$ cat src/hdl/gpna_pkg.sv
// Shared types, constants and state codes for the Gaussian pixel noise adder.
// No dependencies; imported by every module in hdl/.
package gpna_pkg;

  // Number formats
  localparam int UNIFORM_BITS = 16;
  localparam int FRAC_BITS    = 12;
  localparam int MAX_DRAWS    = 64;

  // Derived widths
  localparam int M_W    = UNIFORM_BITS + 1;          // |v| magnitude
  localparam int S_W    = 2 * UNIFORM_BITS;          // accepted radius s < 2^S_W
  localparam int SQ_W   = 2 * UNIFORM_BITS + 1;      // v^2
  localparam int NM_W   = (S_W > 32) ? S_W : 32;     // log mantissa register
  localparam int P_W    = 6;                         // msb position
  localparam int L_W    = 16 + P_W + 1;              // -log2 in Q16
  localparam int T_W    = 23;                        // -2 ln S in Q16
  localparam int Q_W    = 17;                        // v^2/s in Q16
  localparam int RAD_W  = 40;                        // sqrt radicand
  localparam int SQRT_STEPS = RAD_W / 2;
  localparam int DRAW_W = $clog2(MAX_DRAWS);
  localparam int SUM_W  = 34;
  localparam int VAL_W  = 44;
  localparam int MUL_W  = 35;
  localparam int PROD_W = 2 * MUL_W;
  localparam int CFG_IDX_W = 4;
  localparam int CFG_DAT_W = 32;

  localparam logic [16:0] TWO_LN2_Q16 = 17'd90852;

  // Configuration register indexes
  typedef enum logic [CFG_IDX_W-1:0] {
    REG_MEAN   = 4'd0,
    REG_DEV    = 4'd1,
    REG_GAIN   = 4'd2,
    REG_SEED   = 4'd3
  } cfg_reg_t;

  typedef struct packed {
    logic [7:0] pixel_value;
    logic       frame_end;
  } in_item_t;

  typedef struct packed {
    logic [7:0] noisy_pixel;
    logic       frame_end_out;
    logic       was_clamped;
  } out_item_t;

  // Control from the top level to the sequencer
  typedef struct packed {
    logic start;      // input transfer
    logic seed_load;  // seed register written
    logic take;       // output register can accept the result
  } core_ctl_t;

  typedef enum logic [4:0] {
    ST_IDLE, ST_GEN1, ST_GEN2, ST_SQ1, ST_SQ2, ST_SQ3, ST_NORM, ST_LSQ, ST_LACC,
    ST_LT1, ST_LT2, ST_DINIT, ST_DSTEP, ST_QT, ST_SQI, ST_SQRT, ST_SAMP,
    ST_MS1, ST_MS2, ST_MS3, ST_MS4, ST_DONE
  } st_t;

endpackage

$ cat src/hdl/gpna_xorshift.sv
// 32-bit xorshift (13,17,5) uniform generator with seed load.
// Depends on gpna_pkg.
module gpna_xorshift import gpna_pkg::*; (
  input  logic        clk,
  input  logic        rst_n,
  input  logic        load,
  input  logic [31:0] seed,
  input  logic        step,
  output logic [31:0] nxt
);

  logic [31:0] state_r;
  logic [31:0] a, b;

  always_comb begin
    a   = state_r ^ (state_r << 13);
    b   = a ^ (a >> 17);
    nxt = b ^ (b << 5);
  end

  always_ff @(posedge clk) begin
    if (!rst_n) begin
      state_r <= 32'd1;
    end else if (load) begin
      state_r <= (seed == 32'd0) ? 32'd1 : seed;
    end else if (step) begin
      state_r <= nxt;
    end
  end

endmodule

$ cat src/hdl/gpna_mul.sv
// Shared signed multiplier with registered product.
// Depends on gpna_pkg.
module gpna_mul import gpna_pkg::*; (
  input  logic                     clk,
  input  logic signed [MUL_W-1:0]  a,
  input  logic signed [MUL_W-1:0]  b,
  output logic signed [PROD_W-1:0] p
);

  always_ff @(posedge clk) begin
    p <= a * b;
  end

endmodule

$ cat src/hdl/gpna_core.sv
// Sequencer and datapath: polar draw, iterative log, divide, sqrt and noise sum.
// Depends on gpna_pkg, gpna_xorshift, gpna_mul.
module gpna_core import gpna_pkg::*; (
  input  logic                clk,
  input  logic                rst_n,
  input  core_ctl_t           ctl,
  input  in_item_t            item,
  input  logic [31:0]         seed,
  input  logic signed [15:0]  mu,
  input  logic [15:0]         sigma,
  input  logic [7:0]          gain,
  output logic                busy,
  output logic                res_vld,
  output out_item_t           res
);

  st_t st_r, st_nxt;

  logic        gen_step;
  logic [31:0] gen_nxt;
  logic signed [MUL_W-1:0]  mul_a, mul_b;
  logic signed [PROD_W-1:0] prod;

  logic              phase_r;
  logic [DRAW_W-1:0] draws_r;
  logic [M_W-1:0]    m1_r, m2_r;
  logic              n1_r, n2_r;
  logic [SQ_W-1:0]   vsq1_r, vsq2_r;
  logic [S_W-1:0]    s_r;
  logic [NM_W-1:0]   nm_r;
  logic [P_W-1:0]    p_r;
  logic [15:0]       frac_r;
  logic [4:0]        it_r;
  logic [T_W-1:0]    t_r;
  logic [Q_W-1:0]    q_r;
  logic [S_W-1:0]    rem_r;
  logic [RAD_W-1:0]  rad_r, res_r, bit_r;
  logic              k_r;
  logic signed [15:0] x_r, second_r;
  logic signed [SUM_W-1:0] sum_r;
  logic [7:0]        pix_r;
  logic              fe_r;
  out_item_t         out_r;

  // uniform to magnitude and sign
  logic [UNIFORM_BITS-1:0] u;
  logic [M_W:0]            twou;
  logic [M_W-1:0]          umag;
  logic                    uneg;

  logic [SQ_W:0]   s_sum;
  logic            s_ok;
  logic            norm_ok;
  logic [L_W-1:0]  l_val;
  logic [31:0]     mm;
  logic [SQ_W-1:0] dvd;
  logic            dge;
  logic [S_W:0]    rsh;
  logic [RAD_W-1:0] trial;
  logic [RAD_W-1:0] rsc;
  logic [14:0]     rmag;
  logic signed [15:0] xv;
  logic signed [VAL_W-1:0] val;

  localparam logic signed [VAL_W-1:0] VAL_TOP = VAL_W'(255) <<< (2 * FRAC_BITS);

  gpna_xorshift u_gen (
    .clk  (clk),
    .rst_n(rst_n),
    .load (ctl.seed_load),
    .seed (seed),
    .step (gen_step),
    .nxt  (gen_nxt)
  );

  gpna_mul u_mul (
    .clk(clk),
    .a  (mul_a),
    .b  (mul_b),
    .p  (prod)
  );

  always_comb begin
    u    = gen_nxt[31 -: UNIFORM_BITS];
    twou = {1'b0, u, 1'b0};
    uneg = ~u[UNIFORM_BITS-1];
    umag = uneg ? M_W'((M_W+1)'(1) << UNIFORM_BITS) - M_W'(twou)
                : M_W'(twou - ((M_W+1)'(1) << UNIFORM_BITS));
    s_sum   = (SQ_W+1)'(vsq1_r) + (SQ_W+1)'(prod[SQ_W-1:0]);
    s_ok    = (s_sum != '0) && (s_sum[SQ_W:S_W] == '0);
    norm_ok = (nm_r[NM_W-1:31] == '0) && nm_r[30];
    l_val   = (L_W'(S_W) << 16) - L_W'({p_r, frac_r});
    mm      = prod[61:30];
    dvd     = k_r ? vsq2_r : vsq1_r;
    dge     = dvd >= SQ_W'(s_r);
    rsh     = {rem_r, 1'b0};
    trial   = res_r + bit_r;
    rsc     = res_r >> (16 - FRAC_BITS);
    rmag    = (rsc > RAD_W'(32767)) ? 15'h7fff : rsc[14:0];
    xv      = (k_r ? n2_r : n1_r) ? -$signed({1'b0, rmag}) : $signed({1'b0, rmag});
    val     = $signed(VAL_W'(pix_r) << (2 * FRAC_BITS)) + $signed(prod[VAL_W-1:0]);
  end

  always_ff @(posedge clk) begin
    if (!rst_n) begin
      st_r <= ST_IDLE;
    end else begin
      st_r <= st_nxt;
    end
  end

  always_comb begin
    st_nxt   = st_r;
    gen_step = 1'b0;
    mul_a    = '0;
    mul_b    = '0;
    busy     = (st_r != ST_IDLE);
    res_vld  = 1'b0;
    unique case (st_r)
      ST_IDLE:  if (ctl.start) st_nxt = phase_r ? ST_MS1 : ST_GEN1;
      ST_GEN1: begin
        gen_step = 1'b1;
        st_nxt   = ST_GEN2;
      end
      ST_GEN2: begin
        gen_step = 1'b1;
        st_nxt   = ST_SQ1;
      end
      ST_SQ1: begin
        mul_a  = MUL_W'(m1_r);
        mul_b  = MUL_W'(m1_r);
        st_nxt = ST_SQ2;
      end
      ST_SQ2: begin
        mul_a  = MUL_W'(m2_r);
        mul_b  = MUL_W'(m2_r);
        st_nxt = ST_SQ3;
      end
      ST_SQ3: begin
        if (s_ok) st_nxt = ST_NORM;
        else if (draws_r == DRAW_W'(MAX_DRAWS - 1)) st_nxt = ST_MS1;
        else st_nxt = ST_GEN1;
      end
      ST_NORM:  if (norm_ok) st_nxt = ST_LSQ;
      ST_LSQ: begin
        mul_a  = MUL_W'(nm_r[30:0]);
        mul_b  = MUL_W'(nm_r[30:0]);
        st_nxt = ST_LACC;
      end
      ST_LACC:  st_nxt = (it_r == 5'd15) ? ST_LT1 : ST_LSQ;
      ST_LT1: begin
        mul_a  = MUL_W'(l_val);
        mul_b  = MUL_W'(TWO_LN2_Q16);
        st_nxt = ST_LT2;
      end
      ST_LT2:   st_nxt = ST_DINIT;
      ST_DINIT: st_nxt = ST_DSTEP;
      ST_DSTEP: if (it_r == 5'd15) st_nxt = ST_QT;
      ST_QT: begin
        mul_a  = MUL_W'(q_r);
        mul_b  = MUL_W'(t_r);
        st_nxt = ST_SQI;
      end
      ST_SQI:   st_nxt = ST_SQRT;
      ST_SQRT:  if (it_r == 5'(SQRT_STEPS - 1)) st_nxt = ST_SAMP;
      ST_SAMP:  st_nxt = k_r ? ST_MS1 : ST_DINIT;
      ST_MS1: begin
        mul_a  = MUL_W'(sigma);
        mul_b  = MUL_W'(x_r);
        st_nxt = ST_MS2;
      end
      ST_MS2:   st_nxt = ST_MS3;
      ST_MS3: begin
        mul_a  = MUL_W'(sum_r);
        mul_b  = MUL_W'(gain);
        st_nxt = ST_MS4;
      end
      ST_MS4:   st_nxt = ST_DONE;
      ST_DONE: begin
        if (ctl.take) begin
          res_vld = 1'b1;
          st_nxt  = ST_IDLE;
        end
      end
      default:  st_nxt = ST_IDLE;
    endcase
  end

  // pair phase: flips per pixel, seed write restarts the pair
  always_ff @(posedge clk) begin
    if (!rst_n) begin
      phase_r <= 1'b0;
    end else if (ctl.seed_load) begin
      phase_r <= 1'b0;
    end else if (st_r == ST_IDLE && ctl.start) begin
      phase_r <= ~phase_r;
    end
  end

  always_ff @(posedge clk) begin
    if (!rst_n) begin
      second_r <= '0;
    end else if (st_r == ST_IDLE && ctl.start && !phase_r) begin
      second_r <= '0;
    end else if (st_r == ST_SAMP && k_r) begin
      second_r <= xv;
    end
  end

  // datapath
  always_ff @(posedge clk) begin
    case (st_r)
      ST_IDLE: begin
        pix_r   <= item.pixel_value;
        fe_r    <= item.frame_end;
        draws_r <= '0;
        k_r     <= 1'b0;
        x_r     <= phase_r ? second_r : 16'sd0;
      end
      ST_GEN1: begin
        m1_r <= umag;
        n1_r <= uneg;
      end
      ST_GEN2: begin
        m2_r <= umag;
        n2_r <= uneg;
      end
      ST_SQ2:  vsq1_r <= prod[SQ_W-1:0];
      ST_SQ3: begin
        vsq2_r  <= prod[SQ_W-1:0];
        s_r     <= s_sum[S_W-1:0];
        nm_r    <= NM_W'(s_sum[S_W-1:0]);
        p_r     <= P_W'(30);
        frac_r  <= '0;
        it_r    <= '0;
        draws_r <= draws_r + DRAW_W'(1);
      end
      ST_NORM: begin
        if (nm_r[NM_W-1:31] != '0) begin
          nm_r <= nm_r >> 1;
          p_r  <= p_r + P_W'(1);
        end else if (!nm_r[30]) begin
          nm_r <= nm_r << 1;
          p_r  <= p_r - P_W'(1);
        end
      end
      ST_LACC: begin
        frac_r <= {frac_r[14:0], mm[31]};
        nm_r   <= NM_W'(mm[31] ? (mm >> 1) : mm);
        it_r   <= (it_r == 5'd15) ? 5'd0 : it_r + 5'd1;
      end
      ST_LT2:  t_r <= prod[16 +: T_W];
      ST_DINIT: begin
        rem_r <= dge ? S_W'(dvd - SQ_W'(s_r)) : S_W'(dvd);
        q_r   <= Q_W'(dge);
        it_r  <= '0;
      end
      ST_DSTEP: begin
        if (rsh >= {1'b0, s_r}) begin
          rem_r <= S_W'(rsh - {1'b0, s_r});
          q_r   <= {q_r[Q_W-2:0], 1'b1};
        end else begin
          rem_r <= rsh[S_W-1:0];
          q_r   <= {q_r[Q_W-2:0], 1'b0};
        end
        it_r <= it_r + 5'd1;
      end
      ST_SQI: begin
        rad_r <= prod[RAD_W-1:0];
        res_r <= '0;
        bit_r <= RAD_W'(1) << (RAD_W - 2);
        it_r  <= '0;
      end
      ST_SQRT: begin
        if (rad_r >= trial) begin
          rad_r <= rad_r - trial;
          res_r <= (res_r >> 1) + bit_r;
        end else begin
          res_r <= res_r >> 1;
        end
        bit_r <= bit_r >> 2;
        it_r  <= it_r + 5'd1;
      end
      ST_SAMP: begin
        if (!k_r) begin
          x_r <= xv;
          k_r <= 1'b1;
        end
      end
      ST_MS2:  sum_r <= (SUM_W'(mu) <<< FRAC_BITS) + $signed(prod[SUM_W-1:0]);
      ST_MS4: begin
        out_r.frame_end_out <= fe_r;
        if (val < 0) begin
          out_r.noisy_pixel <= 8'd0;
          out_r.was_clamped <= 1'b1;
        end else if (val > VAL_TOP) begin
          out_r.noisy_pixel <= 8'd255;
          out_r.was_clamped <= 1'b1;
        end else begin
          out_r.noisy_pixel <= val[2*FRAC_BITS +: 8];
          out_r.was_clamped <= 1'b0;
        end
      end
      default: ;
    endcase
  end

  assign res = out_r;

`ifndef SYNTHESIS
  a_start_leaves_idle: assert property (@(posedge clk) disable iff (!rst_n)
    (st_r == ST_IDLE && ctl.start) |=> (st_r != ST_IDLE))
    else $error("start did not leave idle");
  a_phase_flip: assert property (@(posedge clk) disable iff (!rst_n)
    (st_r == ST_IDLE && ctl.start && !ctl.seed_load) |=> (phase_r != $past(phase_r)))
    else $error("pair phase did not advance");
  a_result_only_done: assert property (@(posedge clk) disable iff (!rst_n)
    res_vld |-> (st_r == ST_DONE && ctl.take))
    else $error("result outside done state");
  a_sqrt_bound: assert property (@(posedge clk) disable iff (!rst_n)
    (st_r == ST_SQRT) |-> (it_r < 5'(SQRT_STEPS)))
    else $error("sqrt step count overrun");
`endif

endmodule

$ cat src/hdl/gaussian_pixel_noise_adder.sv
// Top level: channels, configuration registers and result register.
// Depends on gpna_pkg and gpna_core.
// Per pixel: the second pixel of a pair goes straight to the noise sum with the held sample;
// the first runs draw, normalize, log and scale, divide and sqrt for both samples, noise sum,
// plus the normalize shifts and a redraw per rejected draw, up to 64 draws. One pixel at a time:
// the next input is taken once the result is in the result register; the shared multiplier,
// iterative log and one-bit-a-cycle divide and sqrt loops set the pace. in_stall follows busy.
// Reset (synchronous, rst_n low): registers to mean 4096, deviation 4096, gain 64,
// generator state 1, pair phase first, no result pending.
module gaussian_pixel_noise_adder import gpna_pkg::*; (
  input  logic                  clk,
  input  logic                  rst_n,
  input  logic                  in_valid,
  output logic                  in_stall,
  input  in_item_t              in_data,
  output logic                  out_valid,
  input  logic                  out_stall,
  output out_item_t             out_data,
  input  logic                  cfg_valid,
  output logic                  cfg_ready,
  input  logic [CFG_IDX_W-1:0]  cfg_index,
  input  logic [CFG_DAT_W-1:0]  cfg_data
);

  logic signed [15:0] mean_r;
  logic [15:0]        dev_r;
  logic [7:0]         gain_r;
  logic [31:0]        seed_r;
  logic               out_valid_r;
  out_item_t          out_data_r;

  core_ctl_t ctl;
  logic      busy;
  logic      res_vld;
  out_item_t res;
  logic      cfg_wr;

  // config always accepted; write only while idle: the block itself does not enforce it
  assign cfg_ready = 1'b1;
  assign cfg_wr    = cfg_valid & cfg_ready;

  always_comb begin
    ctl.start     = in_valid & ~busy;
    ctl.seed_load = cfg_wr & (cfg_index == REG_SEED);
    // result register free or draining this cycle
    ctl.take      = ~out_valid_r | ~out_stall;
  end

  assign in_stall = busy;

  always_ff @(posedge clk) begin
    if (!rst_n) begin
      mean_r <= 16'sd4096;
      dev_r  <= 16'd4096;
      gain_r <= 8'd64;
      seed_r <= 32'd1;
    end else if (cfg_wr) begin
      unique case (cfg_index)
        REG_MEAN: mean_r <= $signed(cfg_data[15:0]);
        REG_DEV:  dev_r  <= cfg_data[15:0];
        REG_GAIN: gain_r <= cfg_data[7:0];
        REG_SEED: seed_r <= cfg_data;
        default:  ;
      endcase
    end
  end

  gpna_core u_core (
    .clk    (clk),
    .rst_n  (rst_n),
    .ctl    (ctl),
    .item   (in_data),
    .seed   (cfg_data),
    .mu     (mean_r),
    .sigma  (dev_r),
    .gain   (gain_r),
    .busy   (busy),
    .res_vld(res_vld),
    .res    (res)
  );

  // result register: holds a finished pixel until transferred
  always_ff @(posedge clk) begin
    if (!rst_n) begin
      out_valid_r <= 1'b0;
    end else if (res_vld) begin
      out_valid_r <= 1'b1;
    end else if (!out_stall) begin
      out_valid_r <= 1'b0;
    end
  end

  always_ff @(posedge clk) begin
    if (res_vld) begin
      out_data_r <= res;
    end
  end

  assign out_valid = out_valid_r;
  assign out_data  = out_data_r;

`ifndef SYNTHESIS
  a_no_overwrite: assert property (@(posedge clk) disable iff (!rst_n)
    res_vld |-> (!out_valid_r || !out_stall))
    else $error("result overwrites pending transfer");
  a_busy_after_start: assert property (@(posedge clk) disable iff (!rst_n)
    (in_valid && !in_stall) |=> in_stall)
    else $error("not busy after input transfer");
  a_seed_kept: assert property (@(posedge clk) disable iff (!rst_n)
    (cfg_wr && cfg_index == REG_SEED) |=> (seed_r == $past(cfg_data)))
    else $error("seed register not written");
`endif

endmodule

$ cat config.mk
export PLATFORM = sky130hd
export DESIGN_NAME = gaussian_pixel_noise_adder
export DESIGN_NICKNAME = d
export VERILOG_FILES = /design/src/hdl/gpna_pkg.sv /design/src/hdl/gpna_xorshift.sv /design/src/hdl/gpna_mul.sv /design/src/hdl/gpna_core.sv /design/src/hdl/gaussian_pixel_noise_adder.sv
export SDC_FILE = /design/constraint.sdc
export NUM_CORES = 2
export LEC_CHECK = 0
export BUFFER_PORTS_ARGS = -buffer_cell sky130_fd_sc_hd__buf_2
export CORE_UTILIZATION = 60
export DETAILED_ROUTE_END_ITERATION = 16
export GPL_TIMING_DRIVEN = 0
export HOLD_SLACK_MARGIN = 0.1
export PLACE_DENSITY = 0.85
export SLEW_MARGIN = 30
export SYNTH_ARGS = -nofsm -noshare
export SYNTH_HDL_FRONTEND = slang
export SYNTH_SLANG_ARGS = --single-unit
$ cat constraint.sdc
create_clock -name clk -period 11.55 [get_ports clk]
set_input_delay 3.465 -clock clk [delete_from_list [all_inputs] [get_ports clk]]
set_output_delay 3.465 -clock clk [all_outputs]
set_load 0.05 [all_outputs]
==> impl_results.md <==
- Via density: 6.27
- Clk sink count: 606
- Nets@finish: 9990
- Crit share post-route: 99.3%
- Final worst slack: 0.0830 ns
- CTS Buffer Depth: 3
- Remaining antenna violation count: 0
- Synth unique cells: 93
- Non-Filler Instances: 10032
- TritonCTS buffer count: 61
- Register area: 0.0166 mm^2
- Min Hold Slack: 0.420 ns
- Synth Warn #: 0
- Critical Path RT: 12.02 ns
- DRC Markers: 0
- Yosys reg bits: 606
- Worst path arrival time: 11.94 ns
- Final core occ: 65.8%
- CP peak stage delay: 0.75 ns
- Largest net degree at the start of global routing: 47
- Met3 GRT Util: 14.2%
- Worst-path clk slew: 0.07 ns
- Vias in the first global route: 63071
- Met1 Usage GRT: 56.5%
- Total length of routed wires: 267000 um
- # Max-Cap Violations: 0
- Mapped Cells: 8034
- DIE AREA: 0.127 mm^2
- Crit path top cell by count: fa_1
- Number of I/O pins: 63
- Clock Skew: 0.0648 ns
- Fmax: 87.2 MHz
- Met2 Resource Use GR: 61.9%
- Proportion of layout cells with a drive suffix above 1: 5.99%
- Layer with the highest usage: met2
- Critical Path Sink Type: flop
- Routed wire per std cell: 26.6 um
- Grt total ovfl: 0
- Worst Max-Slew Pin Slew: 1.20 ns
- Placed inst area: 0.0791 mm^2
- Total power: 18.1 mW
- Placed cell count: 9912
- Vias: 62880
- Final instance area: 0.0816 mm^2
- Most frequent cells in the layout: 1378 x inv_1, 1183 x fa_1, 867 x nor2_1
- Setup_tns: 0 ns
- PwrDens: 222 mW/mm^2
- Most common cell after layout, fill and taps aside: inv_1
- Antenna violations before repair: 14
- Fin. Hold Viols: 0
- Worst-Skew Late Latency: 0.71 ns
- EDFF count, synth: 449
- DP Wirelength: 214000 um
- Crit-path max FO: 10
- Die width: 356 um
- Worst vdd ir: 1.44 mV
- Core area: 0.124 mm^2
- Lkg Pwr: 37.6 nW
- Syn-to-layout area delta: 8.42%
- R2R cell count: 34
- Global-route wire length before repair: 395000 um
- Syn Area/Cell: 9.37 um^2
- Commonest register cell after synthesis: edfxtp_1
- TritonRoute pass-1 iters: 9
- Slew Limit Headroom: 20.0%
- Critical Path Slowest Stage Cell: clkbuf_1
- CP bufs+invs: 5
- # port buffers: 60
- Final Max Tran Viols: 0
- GRT Overall Usage: 42.6%
- Root Buffer: clkbuf_16
- CP Class: reg -> reg
- Starting Density: 60.7%
- Status: finished clean
- Async SR Flop Fraction: 0%
- WHS Path Cells: 0
- Period minus WS final: 11.47 ns
- Routability cong.: 1.10
- Row cnt: 129
- CP Launch Type: flop
- WP depth: 34
- HP Class: reg -> reg
- DP Worst Slack: -1.30 ns
- Final setup viols: 0
- CTS tree: yes
- Die Y-Extent: 356 um
- CTS H-tree depth: 2
- Register area share after synthesis: 22.1%
- Top delay family on crit path: adder cells
- Cell Area, Synth: 0.0753 mm^2
- Filler Cells Inserted: 9885
- Starting DRT DRC Count: 8731
- Multi-input gate area: 0.0531 mm^2
[cell usage after synthesis, drive strengths merged (10+ instances only)]
cell type / number / area share, %
a21o: 106 / 1.1
inv: 1379 / 6.9
nand2: 831 / 4.1
a211oi: 85 / 0.86
a22oi: 41 / 0.41
a21oi: 264 / 1.8
nor2: 874 / 4.4
o21a: 53 / 0.54
o21bai: 45 / 0.45
o2111ai: 10 / 0.12
a2111oi: 14 / 0.17
nor3b: 32 / 0.32
a211o: 20 / 0.23
xnor2: 222 / 2.6
ha: 421 / 7.0
nor4: 34 / 0.28
a221oi: 20 / 0.25
or2: 25 / 0.21
nand2b: 54 / 0.45
o22ai: 11 / 0.091
nand4: 30 / 0.25
and2: 76 / 0.63
o221ai: 26 / 0.30
edfxtp: 449 / 18
a221o: 13 / 0.17
clkbuf: 324 / 1.6
dfxtp: 157 / 4.2
nand3: 119 / 0.79
or3: 45 / 0.37
mux2: 36 / 0.54
a31oi: 56 / 0.49
buf: 32 / 0.18
nor3: 96 / 0.64
and3: 59 / 0.49
nor2b: 67 / 0.57
o211ai: 41 / 0.41
fa: 1185 / 32
a21boi: 45 / 0.45
mux2i: 73 / 0.97
o21ai: 249 / 1.7
xor2: 152 / 1.8
o211a: 20 / 0.27
o31ai: 24 / 0.25
[final cells by class]
| class | instances | area share [%] |
|---|---|---|
| tap | 1637 | 2.51 |
| clock buffer | 75 | 2.01 |
| sequential | 606 | 20.4 |
| buffer | 338 | 1.78 |
| antenna | 8 | 0.0245 |
| clock inverter | 41 | 0.561 |
| inverter | 1379 | 6.35 |
| multi-input combinational | 5813 | 65.1 |
| timing repair buffer | 135 | 1.31 |
[routing by layer]
layer	vias up	routed length (um)
met1	31025	97100
met3	980	38900
met5	-	104
met2	4440	112000
met4	16	18700
li1	26419	-
[what timing repair did]
| item | 4_1_cts | 5_1_grt |
|---|---|---|
| pin swaps | 3 | 3 |
| setup buffers | 4 | 10 |
| gates resized for setup | 63 | 119 |
| hold buffers | 0 | 0 |
| endpoints found under the setup margin | 25 | 18 |
[worst register-to-register path: cells and delay by family, from the launching register on]
| family | cells | cell delay, ns |
|---|---|---|
| adders and majority gates | 9 | 4.50 |
| and+or+nand+nor | 7 | 1.94 |
| AOI/OAI and AO/OA | 11 | 2.64 |
| buffers and inverters | 5 | 1.11 |
| xor gates and xnor gates | 2 | 0.56 |
| DFF | 1 | 0.49 |
[report_power, final]
group | total, mW | switching [mW] | internal [mW]
registers | 3.25 | 0.338 | 2.91
clock network | 2.13 | 0.967 | 1.16
logic | 12.8 | 8.09 | 4.66
total | 18.1 | 9.40 | 8.74
[path summary, 6_finish.rpt]
path | start | end | slack (ns)
max | u_core.frac_r[4]$_SDFFCE_PN0P_ | u_core.u_mul.p[49]$_DFF_P_ | 0.08
min | u_core.res[4]$_SDFFCE_PN0N_ | out_data[4]$_DFFE_PP_ | 0.42
max reg2reg | u_core.frac_r[4]$_SDFFCE_PN0P_ | u_core.u_mul.p[49]$_DFF_P_ | 0.08
min reg2reg | u_core.res[4]$_SDFFCE_PN0N_ | out_data[4]$_DFFE_PP_ | 0.42
[cell families after synthesis]
kind of cell               share of synthesized area (%)
DFF                                                 22.1
other                                            0.00998
buffers and inverters                               8.68
adders and majority gates                           38.5
AOI/OAI and AO/OA                                   10.9
muxes                                               1.51
and+or+nand+nor                                     13.9
xor gates and xnor gates                            4.35
[sequential cells by signal, indices dropped and copies added, names as in the netlist, 17 cells and up]
signal and flops:
u_core.u_gen.state_r 32, u_core.res_r 40, u_core.t_r 23, u_core.bit_r 20, u_core.q_r 17, u_core.vsq2_r 33
u_core.vsq1_r 33, u_core.rem_r 32, u_core.u_mul.p 62, u_core.s_r 32, u_core.sum_r 34, u_core.nm_r 32
u_core.rad_r 40
(Power assumes the default switching activity.)
